## src/rtl/core/imk_pkg.sv

```systemverilog
package imk_pkg;

  localparam int ADDR_W = 5;
  localparam int DATA_W = 32;
  localparam int OFS_W  = 32;

  localparam logic [1:0] MODE_STRAIGHT  = 2'd0;
  localparam logic [1:0] MODE_BUG       = 2'd1;
  localparam logic [1:0] MODE_IAMBIC    = 2'd2;
  localparam logic [1:0] MODE_ULTIMATIC = 2'd3;

  localparam logic [1:0] SP_NONE = 2'd0;
  localparam logic [1:0] SP_ELEM = 2'd1;
  localparam logic [1:0] SP_CHAR = 2'd2;
  localparam logic [1:0] SP_WORD = 2'd3;

  localparam logic [1:0] EL_NONE = 2'd0;
  localparam logic [1:0] EL_DIT  = 2'd1;
  localparam logic [1:0] EL_DAH  = 2'd3;

  localparam logic [7:0] CODE_EMPTY   = 8'h80;
  localparam logic [7:0] CODE_INVALID = 8'hFF;
  localparam logic [7:0] CODE_ONE     = 8'h01;
  localparam logic [7:0] RES_NONE     = 8'h00;
  localparam logic [7:0] RES_KEY_DOWN = 8'h01;

  localparam logic [9:0] TICKS_PER_MS = 10'd1000;

  // floor(y / 25) = (y * DIV25_MAGIC) >> DIV25_SHIFT for any 30-bit y
  localparam logic [30:0] DIV25_MAGIC = 31'd1374389535;
  localparam int          DIV25_SHIFT = 35;

  localparam logic [2:0] SETTLE_CYCLES = 3'd4;

  typedef enum logic [2:0] {
    REG_KEYER_MODE   = 3'd0,
    REG_PADDLE_SWAP  = 3'd1,
    REG_SPACING_MODE = 3'd2,
    REG_MEMORY_MASK  = 3'd3,
    REG_DIT_TICKS    = 3'd4,
    REG_WEIGHT_PCT   = 3'd5,
    REG_LAG_MS       = 3'd6
  } cfg_reg_e;

  typedef enum logic [2:0] {
    KS_SPACE = 3'd1,
    KS_GAP   = 3'd2,
    KS_IDLE  = 3'd3,
    KS_DOWN  = 3'd4,
    KS_HOLD  = 3'd5,
    KS_UP    = 3'd6
  } ks_e;

  typedef struct packed {
    logic [31:0] timestamp;
    logic        key_pin_a;
    logic        key_pin_b;
  } in_req_t;

  typedef struct packed {
    logic [7:0]  result_code;
    logic        tx_start;
    logic [31:0] tx_until;
  } out_rsp_t;

  typedef struct packed {
    logic [1:0]  keyer_mode;
    logic        paddle_swap;
    logic [1:0]  spacing_mode;
    logic [1:0]  memory_mask;
    logic [23:0] dit_ticks;
    logic [6:0]  weight_pct;
    logic [7:0]  lag_ms;
  } cfg_t;

  // signed tick offsets from poll time to mark end and space end
  typedef struct packed {
    logic signed [OFS_W-1:0] mark_dit;
    logic signed [OFS_W-1:0] space_dit;
    logic signed [OFS_W-1:0] mark_dah;
    logic signed [OFS_W-1:0] space_dah;
  } ofs_t;

endpackage

```

## src/rtl/core/iambic_morse_keyer_unit.sv

```systemverilog
// channel   dir  payload      handshake
// in        in   in_req_t     in_valid_i / in_stall_o
// out       out  out_rsp_t    out_valid_o / out_stall_i
// cfg       in   APB regs     psel / penable / pwrite / pready
//
// One poll accepted per cycle while not stalled; each result passes through the request and result registers.
// Keyer state is updated as a request fires from the request register into the result register.
// After reset and after every register write, requests are stalled
// while the weight/lag tick offsets are recomputed (4-stage multiply pipeline).
// A stalled result holds the request register; an empty one still takes requests.
module iambic_morse_keyer_unit #(
  parameter int TIME_WIDTH = 32
) (
  input  logic                        clk_i,
  input  logic                        rst_ni,
  input  imk_pkg::in_req_t            in_req_i,
  input  logic                        in_valid_i,
  output logic                        in_stall_o,
  output imk_pkg::out_rsp_t           out_rsp_o,
  output logic                        out_valid_o,
  input  logic                        out_stall_i,
  input  logic                        psel,
  input  logic                        penable,
  input  logic                        pwrite,
  input  logic [imk_pkg::ADDR_W-1:0]  paddr,
  input  logic [imk_pkg::DATA_W-1:0]  pwdata,
  output logic [imk_pkg::DATA_W-1:0]  prdata,
  output logic                        pready
);
  import imk_pkg::*;

  cfg_t     cfg;
  ofs_t     ofs;
  logic     busy, adv, accept, fire;
  in_req_t  req_q;
  logic     req_valid_q;
  out_rsp_t rsp, rsp_q;
  logic     rsp_valid_q;

  assign pready = 1'b1;

  imk_cfg u_cfg (
    .clk_i   (clk_i),
    .rst_ni  (rst_ni),
    .psel    (psel),
    .penable (penable),
    .pwrite  (pwrite),
    .paddr   (paddr),
    .pwdata  (pwdata),
    .prdata  (prdata),
    .cfg_o   (cfg),
    .busy_o  (busy)
  );

  imk_timing u_timing (
    .clk_i (clk_i),
    .cfg_i (cfg),
    .ofs_o (ofs)
  );

  assign adv        = !rsp_valid_q || !out_stall_i;
  assign in_stall_o = busy || (req_valid_q && !adv);
  assign accept     = in_valid_i && !in_stall_o;
  assign fire       = req_valid_q && adv;

  imk_core #(
    .TIME_WIDTH (TIME_WIDTH)
  ) u_core (
    .clk_i  (clk_i),
    .rst_ni (rst_ni),
    .fire_i (fire),
    .req_i  (req_q),
    .cfg_i  (cfg),
    .ofs_i  (ofs),
    .rsp_o  (rsp)
  );

  always_ff @(posedge clk_i or negedge rst_ni) begin
    if (!rst_ni) begin
      req_valid_q <= 1'b0;
      rsp_valid_q <= 1'b0;
    end else begin
      if (accept) begin
        req_valid_q <= 1'b1;
      end else if (fire) begin
        req_valid_q <= 1'b0;
      end
      if (adv) begin
        rsp_valid_q <= req_valid_q;
      end
    end
  end

  always_ff @(posedge clk_i) begin
    if (accept) req_q <= in_req_i;
    if (fire)   rsp_q <= rsp;
  end

  assign out_rsp_o   = rsp_q;
  assign out_valid_o = rsp_valid_q;

endmodule

```

## src/rtl/core/imk_cfg.sv

```systemverilog
module imk_cfg (
  input  logic                        clk_i,
  input  logic                        rst_ni,
  input  logic                        psel,
  input  logic                        penable,
  input  logic                        pwrite,
  input  logic [imk_pkg::ADDR_W-1:0]  paddr,
  input  logic [imk_pkg::DATA_W-1:0]  pwdata,
  output logic [imk_pkg::DATA_W-1:0]  prdata,
  output imk_pkg::cfg_t               cfg_o,
  output logic                        busy_o
);
  import imk_pkg::*;

  cfg_t       cfg_q, cfg_d;
  logic [2:0] settle_q, settle_d;
  logic [2:0] idx;
  logic       wr;

  assign idx = paddr[ADDR_W-1:2];
  assign wr  = psel && penable && pwrite;

  always_comb begin
    cfg_d = cfg_q;
    if (wr) begin
      unique case (idx)
        REG_KEYER_MODE:   cfg_d.keyer_mode   = pwdata[1:0];
        REG_PADDLE_SWAP:  cfg_d.paddle_swap  = pwdata[0];
        REG_SPACING_MODE: cfg_d.spacing_mode = pwdata[1:0];
        REG_MEMORY_MASK:  cfg_d.memory_mask  = pwdata[1:0];
        REG_DIT_TICKS:    cfg_d.dit_ticks    = pwdata[23:0];
        REG_WEIGHT_PCT:   cfg_d.weight_pct   = pwdata[6:0];
        REG_LAG_MS:       cfg_d.lag_ms       = pwdata[7:0];
        default: ;
      endcase
    end
  end

  always_comb begin
    prdata = '0;
    unique case (idx)
      REG_KEYER_MODE:   prdata = DATA_W'(cfg_q.keyer_mode);
      REG_PADDLE_SWAP:  prdata = DATA_W'(cfg_q.paddle_swap);
      REG_SPACING_MODE: prdata = DATA_W'(cfg_q.spacing_mode);
      REG_MEMORY_MASK:  prdata = DATA_W'(cfg_q.memory_mask);
      REG_DIT_TICKS:    prdata = DATA_W'(cfg_q.dit_ticks);
      REG_WEIGHT_PCT:   prdata = DATA_W'(cfg_q.weight_pct);
      REG_LAG_MS:       prdata = DATA_W'(cfg_q.lag_ms);
      default:          prdata = '0;
    endcase
  end

  // busy is held after a register write until the timing offsets follow it
  always_comb begin
    settle_d = settle_q;
    if (wr) begin
      settle_d = SETTLE_CYCLES;
    end else if (settle_q != 3'd0) begin
      settle_d = settle_q - 3'd1;
    end
  end

  always_ff @(posedge clk_i or negedge rst_ni) begin
    if (!rst_ni) begin
      cfg_q.keyer_mode   <= MODE_IAMBIC;
      cfg_q.paddle_swap  <= 1'b0;
      cfg_q.spacing_mode <= SP_ELEM;
      cfg_q.memory_mask  <= 2'd3;
      cfg_q.dit_ticks    <= 24'd66666;
      cfg_q.weight_pct   <= 7'd50;
      cfg_q.lag_ms       <= 8'd0;
      settle_q           <= SETTLE_CYCLES;
    end else begin
      cfg_q    <= cfg_d;
      settle_q <= settle_d;
    end
  end

  assign cfg_o  = cfg_q;
  assign busy_o = (settle_q != 3'd0);

endmodule

```

## src/rtl/core/imk_timing.sv

```systemverilog
module imk_timing (
  input  logic          clk_i,
  input  imk_pkg::cfg_t cfg_i,
  output imk_pkg::ofs_t ofs_o
);
  import imk_pkg::*;

  logic signed [9:0]  c1, c2;
  logic               neg1_a, neg2_a;
  logic [7:0]         mag1, mag2;
  logic [31:0]        prod1_d, prod2_d;
  logic [17:0]        lagk_d;

  logic [31:0]        prod1_q, prod2_q;
  logic               neg1_q, neg2_q;
  logic [17:0]        lagk_q;

  logic [60:0]        r1, r2;
  logic [25:0]        q1_q, q2_q;
  logic               neg1_b_q, neg2_b_q;

  logic signed [OFS_W-1:0] w1_d, w2_d, w1_q, w2_q;
  logic signed [OFS_W-1:0] dt1, dt3, lagk;
  ofs_t                    ofs_d, ofs_q;

  // stage A: |dit * (2w - 100)| and |dit * (200 - 2w)|
  always_comb begin
    c1      = $signed({2'b00, cfg_i.weight_pct, 1'b0}) - 10'sd100;
    c2      = 10'sd200 - $signed({2'b00, cfg_i.weight_pct, 1'b0});
    neg1_a  = c1[9];
    neg2_a  = c2[9];
    mag1    = neg1_a ? 8'(-c1) : c1[7:0];
    mag2    = neg2_a ? 8'(-c2) : c2[7:0];
    prod1_d = 32'(cfg_i.dit_ticks) * 32'(mag1);
    prod2_d = 32'(cfg_i.dit_ticks) * 32'(mag2);
    lagk_d  = 18'(cfg_i.lag_ms) * 18'(TICKS_PER_MS);
  end

  // stage B: divide by 100 as shift by 2 then reciprocal of 25
  assign r1 = 61'(prod1_q[31:2]) * 61'(DIV25_MAGIC);
  assign r2 = 61'(prod2_q[31:2]) * 61'(DIV25_MAGIC);

  // stage C: restore sign, truncation toward zero
  assign w1_d = neg1_b_q ? -$signed(OFS_W'(q1_q)) : $signed(OFS_W'(q1_q));
  assign w2_d = neg2_b_q ? -$signed(OFS_W'(q2_q)) : $signed(OFS_W'(q2_q));

  // stage D: offsets per element
  always_comb begin
    dt1             = $signed(OFS_W'(cfg_i.dit_ticks));
    dt3             = dt1 + (dt1 <<< 1);
    lagk            = $signed(OFS_W'(lagk_q));
    ofs_d.mark_dit  = dt1 + w1_q + lagk;
    ofs_d.space_dit = dt1 + w1_q + w2_q;
    ofs_d.mark_dah  = dt3 + w1_q + lagk;
    ofs_d.space_dah = dt3 + w1_q + w2_q;
  end

  always_ff @(posedge clk_i) begin
    prod1_q  <= prod1_d;
    prod2_q  <= prod2_d;
    neg1_q   <= neg1_a;
    neg2_q   <= neg2_a;
    lagk_q   <= lagk_d;
    q1_q     <= r1[60:DIV25_SHIFT];
    q2_q     <= r2[60:DIV25_SHIFT];
    neg1_b_q <= neg1_q;
    neg2_b_q <= neg2_q;
    w1_q     <= w1_d;
    w2_q     <= w2_d;
    ofs_q    <= ofs_d;
  end

  assign ofs_o = ofs_q;

endmodule

```

## src/rtl/core/imk_core.sv

```systemverilog
module imk_core #(
  parameter int TIME_WIDTH = 32
) (
  input  logic             clk_i,
  input  logic             rst_ni,
  input  logic             fire_i,
  input  imk_pkg::in_req_t req_i,
  input  imk_pkg::cfg_t    cfg_i,
  input  imk_pkg::ofs_t    ofs_i,
  output imk_pkg::out_rsp_t rsp_o
);
  import imk_pkg::*;

  ks_e                   ks_q, ks_d;
  logic [2:0]            gc_q, gc_d;
  logic                  sq_q, sq_d;
  logic [1:0]            le_q, le_d;
  logic [1:0]            se_q, se_d;
  logic [7:0]            cc_q, cc_d;
  logic [TIME_WIDTH-1:0] rd_q, rd_d;
  logic [TIME_WIDTH-1:0] sd_q, sd_d;

  logic [TIME_WIDTH-1:0] now, d_sd, d_rd, txu, mk, sp, dtw;
  logic                  dit, dah, p_sd, p_rd, rd_hit, txs, is_key;
  logic [7:0]            ret;
  logic signed [OFS_W-1:0] ofs_mk, ofs_sp;

  always_comb begin
    ks_d   = ks_q;
    gc_d   = gc_q;
    sq_d   = sq_q;
    le_d   = le_q;
    se_d   = se_q;
    cc_d   = cc_q;
    rd_d   = rd_q;
    sd_d   = sd_q;
    ret    = RES_NONE;
    txs    = 1'b0;
    txu    = '0;
    now    = TIME_WIDTH'(req_i.timestamp);
    dtw    = TIME_WIDTH'(cfg_i.dit_ticks);
    is_key = (cfg_i.keyer_mode == MODE_STRAIGHT) || (cfg_i.keyer_mode == MODE_BUG);

    if (cfg_i.keyer_mode == MODE_STRAIGHT) begin
      dah = ~req_i.key_pin_a;
      dit = 1'b0;
    end else if (!cfg_i.paddle_swap) begin
      dit = ~req_i.key_pin_a;
      dah = ~req_i.key_pin_b;
    end else begin
      dit = ~req_i.key_pin_b;
      dah = ~req_i.key_pin_a;
    end

    // deadline passed when (deadline - now) is negative
    d_sd   = sd_q - now;
    d_rd   = rd_q - now;
    p_sd   = d_sd[TIME_WIDTH-1];
    p_rd   = d_rd[TIME_WIDTH-1];
    rd_hit = (cfg_i.spacing_mode == SP_NONE) &&
             ((dit && le_q == EL_DIT) || (dah && le_q == EL_DAH));

    unique case (ks_q)
      KS_SPACE: begin
        if (rd_hit) rd_d = now;
        if (p_rd && !rd_hit) ks_d = KS_GAP;
      end
      KS_GAP, KS_IDLE: begin
        if (ks_q == KS_GAP && p_sd) ks_d = KS_IDLE;
        if ((ks_q == KS_IDLE || gc_q >= 3'd4) && p_sd) begin
          if (gc_q == 3'd1) begin
            ret  = cc_q;
            cc_d = CODE_EMPTY;
            if (cfg_i.spacing_mode == SP_CHAR || cfg_i.spacing_mode == SP_WORD) begin
              ks_d = KS_GAP;
            end
          end else if (gc_q >= 3'd4 && gc_q <= 3'd6) begin
            if (gc_q == 3'd4) ret = cc_q;
            if (cfg_i.spacing_mode == SP_WORD) ks_d = KS_GAP;
          end
          if (gc_q != 3'd7) gc_d = gc_q + 3'd1;
          if (cfg_i.keyer_mode == MODE_BUG) ks_d = KS_IDLE;
          sd_d = sd_q + dtw;
        end
      end
      KS_DOWN: begin
        if (p_sd) ks_d = KS_HOLD;
      end
      KS_UP: begin
        if (p_rd) begin
          ks_d = KS_IDLE;
          se_d = EL_NONE;
          sd_d = now + dtw;
          gc_d = 3'd0;
          if (cc_q[0]) cc_d = CODE_INVALID;
          else         cc_d = {1'b1, cc_q[7:1]};
        end
      end
      default: ;
    endcase

    if (is_key) begin
      if (dah) begin
        if (ks_d < KS_DOWN) begin
          ks_d = KS_DOWN;
          sd_d = now;
        end
        if (ks_d < KS_UP) begin
          rd_d = now;
          txs  = 1'b1;
          txu  = now;
          ret  = RES_KEY_DOWN;
        end
        le_d = EL_DAH;
        se_d = EL_NONE;
      end else if (ks_d == KS_HOLD) begin
        if (se_d == EL_DIT) begin
          ks_d = KS_IDLE;
        end else begin
          ks_d = KS_UP;
          txs  = 1'b1;
          txu  = now;
          ret  = RES_KEY_DOWN;
        end
      end
    end else if (ks_d > KS_IDLE) begin
      ks_d = KS_UP;
    end

    // paddle sampling and memory
    if (se_d == EL_NONE) begin
      if (ks_d > KS_SPACE) begin
        if (dit && dah) begin
          if (sq_d && cfg_i.keyer_mode == MODE_ULTIMATIC) se_d = le_d;
          else if (le_d == EL_DIT)                        se_d = EL_DAH;
          else                                            se_d = EL_DIT;
          sq_d = 1'b1;
        end else begin
          if (dit) se_d = EL_DIT;
          if (dah) se_d = EL_DAH;
          sq_d = 1'b0;
        end
      end else if (!sq_d || cfg_i.keyer_mode != MODE_ULTIMATIC) begin
        if (dit && (le_d == EL_DAH || gc_d != 3'd0) && cfg_i.memory_mask[0]) begin
          se_d = EL_DIT;
          sq_d = 1'b1;
        end
        if (dah && (le_d == EL_DIT || gc_d != 3'd0) && cfg_i.memory_mask[1]) begin
          se_d = EL_DAH;
          sq_d = 1'b1;
        end
      end
    end

    ofs_mk = (se_d == EL_DAH) ? ofs_i.mark_dah  : ofs_i.mark_dit;
    ofs_sp = (se_d == EL_DAH) ? ofs_i.space_dah : ofs_i.space_dit;
    mk     = now + TIME_WIDTH'(ofs_mk);
    sp     = now + TIME_WIDTH'(ofs_sp);

    if (ks_d == KS_IDLE && se_d != EL_NONE) begin
      txs = 1'b1;
      txu = mk;
      ret = RES_KEY_DOWN;
      if (cfg_i.spacing_mode != SP_NONE) begin
        rd_d = sp;
        sd_d = sp;
      end else begin
        rd_d = mk;
        sd_d = mk;
      end
      gc_d = 3'd0;
      if (cc_d[0]) begin
        if (cc_d != CODE_ONE || se_d == EL_DAH) cc_d = CODE_INVALID;
      end else begin
        cc_d = {(se_d == EL_DAH), cc_d[7:1]};
      end
      le_d = se_d;
      se_d = EL_NONE;
      ks_d = KS_SPACE;
    end

    rsp_o.result_code = (cfg_i.keyer_mode == MODE_STRAIGHT) ? RES_NONE : ret;
    rsp_o.tx_start    = txs;
    rsp_o.tx_until    = txs ? 32'(txu) : 32'd0;
  end

  always_ff @(posedge clk_i or negedge rst_ni) begin
    if (!rst_ni) begin
      ks_q <= KS_IDLE;
      gc_q <= 3'd2;
      sq_q <= 1'b0;
      le_q <= EL_NONE;
      se_q <= EL_NONE;
      cc_q <= CODE_EMPTY;
      rd_q <= '0;
      sd_q <= '0;
    end else if (fire_i) begin
      ks_q <= ks_d;
      gc_q <= gc_d;
      sq_q <= sq_d;
      le_q <= le_d;
      se_q <= se_d;
      cc_q <= cc_d;
      rd_q <= rd_d;
      sd_q <= sd_d;
    end
  end

endmodule
```

## config.mk

```make
export PLATFORM = sky130hd
export DESIGN_NAME = iambic_morse_keyer_unit
export DESIGN_NICKNAME = d
export VERILOG_FILES = /design/src/rtl/core/imk_pkg.sv /design/src/rtl/core/iambic_morse_keyer_unit.sv /design/src/rtl/core/imk_cfg.sv /design/src/rtl/core/imk_timing.sv /design/src/rtl/core/imk_core.sv
export SDC_FILE = /design/constraint.sdc
export NUM_CORES = 2
export LEC_CHECK = 0
export BUFFER_PORTS_ARGS = -buffer_cell sky130_fd_sc_hd__buf_2
export CORE_MARGIN = 3
export CORE_UTILIZATION = 50
export CTS_CLUSTER_SIZE = 24
export DETAILED_ROUTE_END_ITERATION = 16
export HOLD_SLACK_MARGIN = 0.12
export MAX_ROUTING_LAYER = met4
export PLACE_DENSITY = 0.66
export SETUP_SLACK_MARGIN = 0.3
export SLEW_MARGIN = 30
export SYNTH_ARGS = -nofsm -noshare
export SYNTH_HDL_FRONTEND = slang
export SYNTH_SLANG_ARGS = --single-unit
```

## constraint.sdc

```tcl
create_clock -name clk_i -period 10.05 [get_ports clk_i]
set_clock_uncertainty 0.05 [all_clocks]
set_input_delay 0.5025 -clock clk_i [delete_from_list [all_inputs] [get_ports clk_i]]
set_output_delay 0.5025 -clock clk_i [all_outputs]
set_load 0.01 [all_outputs]
```

; ---- Word level (Yosys, flattened, before mapping)
; Cells that the tools add are included.
[word_totals]
out_inout_bits = 76
wordCells = 269
ff_bits = 536
[classes]
reduce_logical = 57
bitwise = 2
n_mux = 108
n_eq_ne = 28
magnitude_cmp = 6
n_mul = 5
add_sub_neg = 21
[ops]
columns = op, count
row1 = $mux 32, 21
row2 = $pmux 24 s7, 1
row3 = $add 32x32->32, 5
row4 = $mux 8, 18
row5 = $mul 30x31->61 const B, 2
row6 = $mux 3, 25
row7 = $add 32x19->32, 2
row8 = $add 32x24->32, 2
row9 = $mul 24x8->32, 2
row10 = $neg 26->32, 2
row11 = $pmux 32 s2, 1
row12 = $sub 32x32->32, 2
row13 = $mux 26, 2
row14 = $mux 2, 18
row15 = $add 25x32->32, 1
row16 = $add 24x25->26, 1
row17 = $eq 3x3->1 const B, 7
row18 = $logic_and 1x1->1, 19
row19 = $mux 1, 18
row20 = $neg 8->8, 2
row21 = $pmux 8 s2, 1
row22 = $eq 3x2->1 const B, 5
row23 = $mul 8x7->15 const B, 1
row24 = $reduce_and 2->1, 7
row25 = other kinds (27), 62

; ---- Logic depth before layout (Yosys ltp)
[logic_depth]
word_depth = 24
depth_mapped = 32

; ---- Modules after synthesis
; A second synthesis with hierarchy kept.
[unflattened]
cells_unflattened = 8115
area_unflattened_um2 = 76224.4
[by_module_without_submodules]
columns = mod, instances, area_each_um2, cells_per_inst
row1 = imk_timing, 1, 57816.7, 6080
row2 = imk_core, 1, 13447.9, 1757
row3 = imk_cfg, 1, 2582.5, 192
row4 = iambic_morse_keyer_unit, 1, 2377.3, 86

; ---- Least setup slack after synthesis
; OpenSTA, ideal clock, no wires.
[synth_path]
path_kind = reg-to-reg
start = reg u_timing.prod1_q[6]
end = reg u_timing.q1_q[25]
path_buffers = 0
synth_period_minus_slack_ns = 7.163
required_ns = 9.928
t_arrival_ns = 7.040
stages_incl_launch_ff = 26
setup_time_ns = 0.072
setup_slack_ns = 2.887
path_cell_list = dfxtp_1 fa_1 fa_1 fa_1 fa_1 fa_1 inv_1 fa_1 inv_1 fa_1 fa_1 ha_1 a21oi_1 o21ai_0 nand4_1 nand4_1 a31oi_1 a31oi_1 a2111oi_0 o21ai_0 a31o_2 o41a_1 nand2_1 o21ai_0 a21oi_1 xnor2_1
[synth_between]
elab_chain_cells = 1
[synth_lines]
columns = item, line
row1 = "start, declared", imk_timing.sv:14  ; logic [31:0] prod1_q, prod2_q;
row2 = "start signal, assigned", imk_timing.sv:59  ; prod1_q <= prod1_d;
row3 = $mul 30x31->61, imk_timing.sv:40  ; assign r1 = 61'(prod1_q[31:2]) * 61'(DIV25_MAGIC);
row4 = via u_timing.r1[60], imk_timing.sv:18  ; logic [60:0] r1, r2;
row5 = "end signal, assigned", imk_timing.sv:64  ; q1_q <= r1[60:DIV25_SHIFT];
row6 = "end, declared", imk_timing.sv:19  ; logic [25:0] q1_q, q2_q;
; The timed path passes the listed nets, and every way through them passes these cells.
; A chain may end at the register's enable or synchronous reset.

; ---- Worst setup path after layout
[layout_path]
start = reg req_q[20] in the netlist's numbering
end = reg u_core.rd_q[31]
[layout_between]
elab_chain_cells = 23
word_cells_on_any_way = 66
[layout_lines]
columns = item, line
row1 = "start, declared", iambic_morse_keyer_unit.sv:35  ; in_req_t req_q;
row2 = "start signal, assigned", iambic_morse_keyer_unit.sv:95  ; if (accept) req_q <= in_req_i;
row3 = $sub 32x32->32, imk_core.sv:56  ; d_sd = sd_q - now;
row4 = $logic_and 1x1->1, imk_core.sv:69  ; if (ks_q == KS_GAP && p_sd) ks_d = KS_IDLE;
row5 = $mux 3, imk_core.sv:69
row6 = $mux 3, imk_core.sv:79  ; if (cfg_i.spacing_mode == SP_WORD) ks_d = KS_GAP;
row7 = $mux 3, imk_core.sv:77  ; end else if (gc_q >= 3'd4 && gc_q <= 3'd6) begin
row8 = $mux 3, imk_core.sv:71  ; if (gc_q == 3'd1) begin
row9 = $mux 3, imk_core.sv:82  ; if (cfg_i.keyer_mode == MODE_BUG) ks_d = KS_IDLE;
row10 = $mux 3, imk_core.sv:70  ; if ((ks_q == KS_IDLE || gc_q >= 3'd4) && p_sd) begin
row11 = [7 not listed], n/a
row12 = $gt 3x1->1, imk_core.sv:132  ; if (ks_d > KS_SPACE) begin
row13 = $mux 2, imk_core.sv:132
row14 = $mux 2, imk_core.sv:131  ; if (se_d == EL_NONE) begin
row15 = $eq 2x2->1, "imk_core.sv:155, imk_core.sv:156"
row16 = "$mux 32, on equally long branches", "imk_core.sv:155, imk_core.sv:156"
row17 = "$add 32x32->32, on equally long branches", "imk_core.sv:157, imk_core.sv:158"
row18 = $mux 32, imk_core.sv:164  ; if (cfg_i.spacing_mode != SP_NONE) begin
row19 = $mux 32 *, imk_core.sv:160  ; if (ks_d == KS_IDLE && se_d != EL_NONE) begin
row20 = "end signal, assigned", imk_core.sv:204  ; rd_q <= rd_d;
row21 = "end, declared", imk_core.sv:20  ; logic [TIME_WIDTH-1:0] rd_q, rd_d;
; Every way passes the cells marked *; elsewhere a longest branch is shown, timed or not. The select of a mux whose other input is x is not followed.

==> flow_summary.ini <==
[status]
status = finished, final reports clean

[place]
dp_hpwl_um = 180000
placed_area_mm2 = 0.0760
gp_congestion = 0.969
dpl.cell_count = 9620
port_buffers = 134

[critical_path]
crit_type = reg -> reg
cp_slowest_stage_delay_ps = 650
crit_family = compound AO/OA/AOI/OAI gates
endpoint_kind = register
critPathArrivalTime_ps = 9610
cpMaxStageDelayCell = o21ai_0
crit_path_start_kind = register
r2r_setup_slack_ps = 940
critPathBufInv = 2
required_ps = 10550
path_common_cell = o21ai_0
worstPathMaxFanout = 26

[yosys]
ys_warn_count = 0
syn_inst = 7667
synthAdderAreaFrac_pct = 46.0
synth_cell_type_count = 91
ys_seq_area_share_pct = 16.5
synth_top_family_by_area = adder cells
synth_compound_area_share_pct = 11.8
synthFlopType = dfxtp_1
synth.area.mux_share_pct = 1.79
asyncSetResetFlopFracSynth_pct = 25.3
synth_xor_area_share_pct = 5.23
synth_simple_gate_area_share_pct = 10.4
syn-cell-area_mm2 = 0.0730
ys_ff_latch = 530
syn_avg_cell_area_um2 = 9.52
synth_edf_count = 75

[global_routing]
grt_pass1_wl_um = 332000
antenna_found_initial = 13
grt_max_degree = 81
grtUsageTotal_pct = 29.3
grt_overflow_total = 0
grt_pass1_vias = 56775

[cts]
cts_max_level = 3
cts_root_buf = clkbuf_16
clk_latency_ps = 680
cts.path.max_buffers = 3
cts_buffers = 68
postCtsSetupBuffers = 0
cts_tree = built
cts_sinks = 530
clk_pin_slew_worst_paths_ps = 60

[final_layout]
num-fill-cells = 12913
multi_input_area_mm2 = 0.0551
drive_gt1_share_pct = 6.35
nets = 10061
seqCellArea_mm2 = 0.0121
design_area_mm2 = 0.0790
syn_to_final_growth_pct = 8.22
final-instance-count-excl-fill = 9815

[sta]
max_clock_freq_mhz = 110
period_needed_ps = 9110
tns_ps = 0
period_share_pct = 90.7
tightest_slew_ps = 1060
relSlewSlack_pct = 27.5
finalHoldViolCount = 0
hold_ws_ps = 186
grt_setup_unrepaired = false
maxSlewViolCount = 0
setup_viol = 0

[drt]
drc_errors = 0
vias_per_cell = 5.65
drtPass1Iterations = 6
drt_iter0_markers = 3866
vias = 55464
final_antenna_net_count = 0
wl_per_cell_um = 21.7
routed_wl_um = 213000

[floorplan]
num_rows = 139
fp.dieW_um = 388
io_pins = 154
die-area_mm2 = 0.151
die_h_um = 388
initial_utilization_pct = 50.6
core_mm2 = 0.144

[hold_path]
min_path_type = in -> reg

[run]
max-cap-violations = 0
==> layout by cell type, fill, tap and decap left out, types with 115 or more instances in the layout <==
cell / count
inv_1: 1411
ha_1: 1221
fa_1: 915
nand2_1: 463
a21oi_1: 359
nor2_1: 320
dfxtp_1: 319
xnor2_1: 312
o21ai_0: 263
and2_1: 181
buf_2: 133
a21o_1: 123
xor2_1: 120
dfrtp_1: 115
==> flip-flops by register name, indices dropped and copies added (netlist names), 2 cells and up <==
signal and flops:
u_timing.q2_q 26, u_cfg.settle_q 3, out_rsp_o 41, u_timing.ofs_o 126, u_core.sd_q 32, u_core.gc_q 3
u_core.cc_q 8, u_timing.prod2_q 30, u_core.rd_q 32, u_timing.prod1_q 30, u_core.ks_q 3, u_timing.w1_q 32
u_timing.lagk_q 15, req_q 34, u_timing.w2_q 32, u_cfg.cfg_o 46, u_core.le_q 2, u_core.se_q 2
u_timing.q1_q 26
==> through the flow <==
stage	util, %	worst slack, ps
CTS	54.7	888
global route	54.7	346
floorplan	-	2890
finish	54.7	939
global placement	52.6	829
detailed placement	52.7	997
==> cell type report <==
type | count | share of cell area (%)
tap | 1903 | 3.01
inverter | 1413 | 6.71
clock inverter | 32 | 0.561
antenna | 12 | 0.0380
multi-input combinational | 5571 | 69.7
timing repair buffer | 263 | 2.27
clock buffer | 91 | 2.41
sequential | 530 | 15.3
==> final timing paths <==
check                                      from                 to  cells past startpoint
worst min-delay path                  pwdata[0]     u_cfg.cfg_o[8]                      3
max in group asynchronous                rst_ni    u_cfg.cfg_o[37]                      3
min in group asynchronous                rst_ni    u_core.sd_q[27]                      2
worst max register to register        req_q[20]    u_core.rd_q[31]                     29
worst min register to register  u_timing.neg1_q  u_timing.neg1_b_q                      0
worst max-delay path                  req_q[20]    u_core.rd_q[31]                     29
==> cells in the mapped netlist, drive strengths merged, types with 16 or more instances <==
cell type	n	area share (%)
and3	64	0.55
o41ai	16	0.19
ha	1221	21
dfstp	18	0.65
a22o	36	0.43
o211ai	32	0.33
o21bai	50	0.51
o31ai	33	0.36
a21o	123	1.3
and2	182	1.6
nor4	19	0.18
edfxtp	75	3.1
or4	17	0.18
nor2b	72	0.62
nor3	112	0.77
fa	915	25
nand4	35	0.30
nor2	325	1.7
dfrtp	116	4.0
buf	31	0.28
a22oi	16	0.16
xor2	121	1.5
a21oi	361	2.5
or3	36	0.31
nand2b	64	0.55
o21a	66	0.68
xnor2	315	3.8
nand3	106	0.73
o22ai	22	0.19
or2	24	0.21
nand2	465	2.4
inv	1411	7.3
a21boi	17	0.17
clkbuf	129	0.66
mux2	101	1.6
o21ai	275	1.9
dfxtp	321	8.8
a211oi	63	0.66
a31oi	45	0.39
==> tightest hold or removal path, stage by stage <==
cell and delay, ps:
buf_2 170, nand2_1 90, o21ai_0 80
==> repair_timing <==
item | in CTS | in global routing
resized for setup | 0 | 1
endpoints found under the setup margin | 0 | 2
hold endpoints to repair | 146 | 0
hold buffers | 60 | 0
==> cell families after synthesis <==
kind of cell,Yosys count
fa+ha+maj,2136
buf+inv,1573
simple gates,1553
compound gates,1320
flops,530
xor+xnor,436
mux,117
other cells,2
==> layer usage <==
layer	vias up	GRT usage [%]	part of all wire (%)
met5	-	-	0
met3	307	4.47	6.8
met2	1815	45.5	45
li1	25833	-	-
met4	0	8.69	3.4
met1	27509	39.8	45
Power is left out: the tool's default activity adds up to more than one toggle a clock period on the data nets, which glitch-free logic cannot reach.
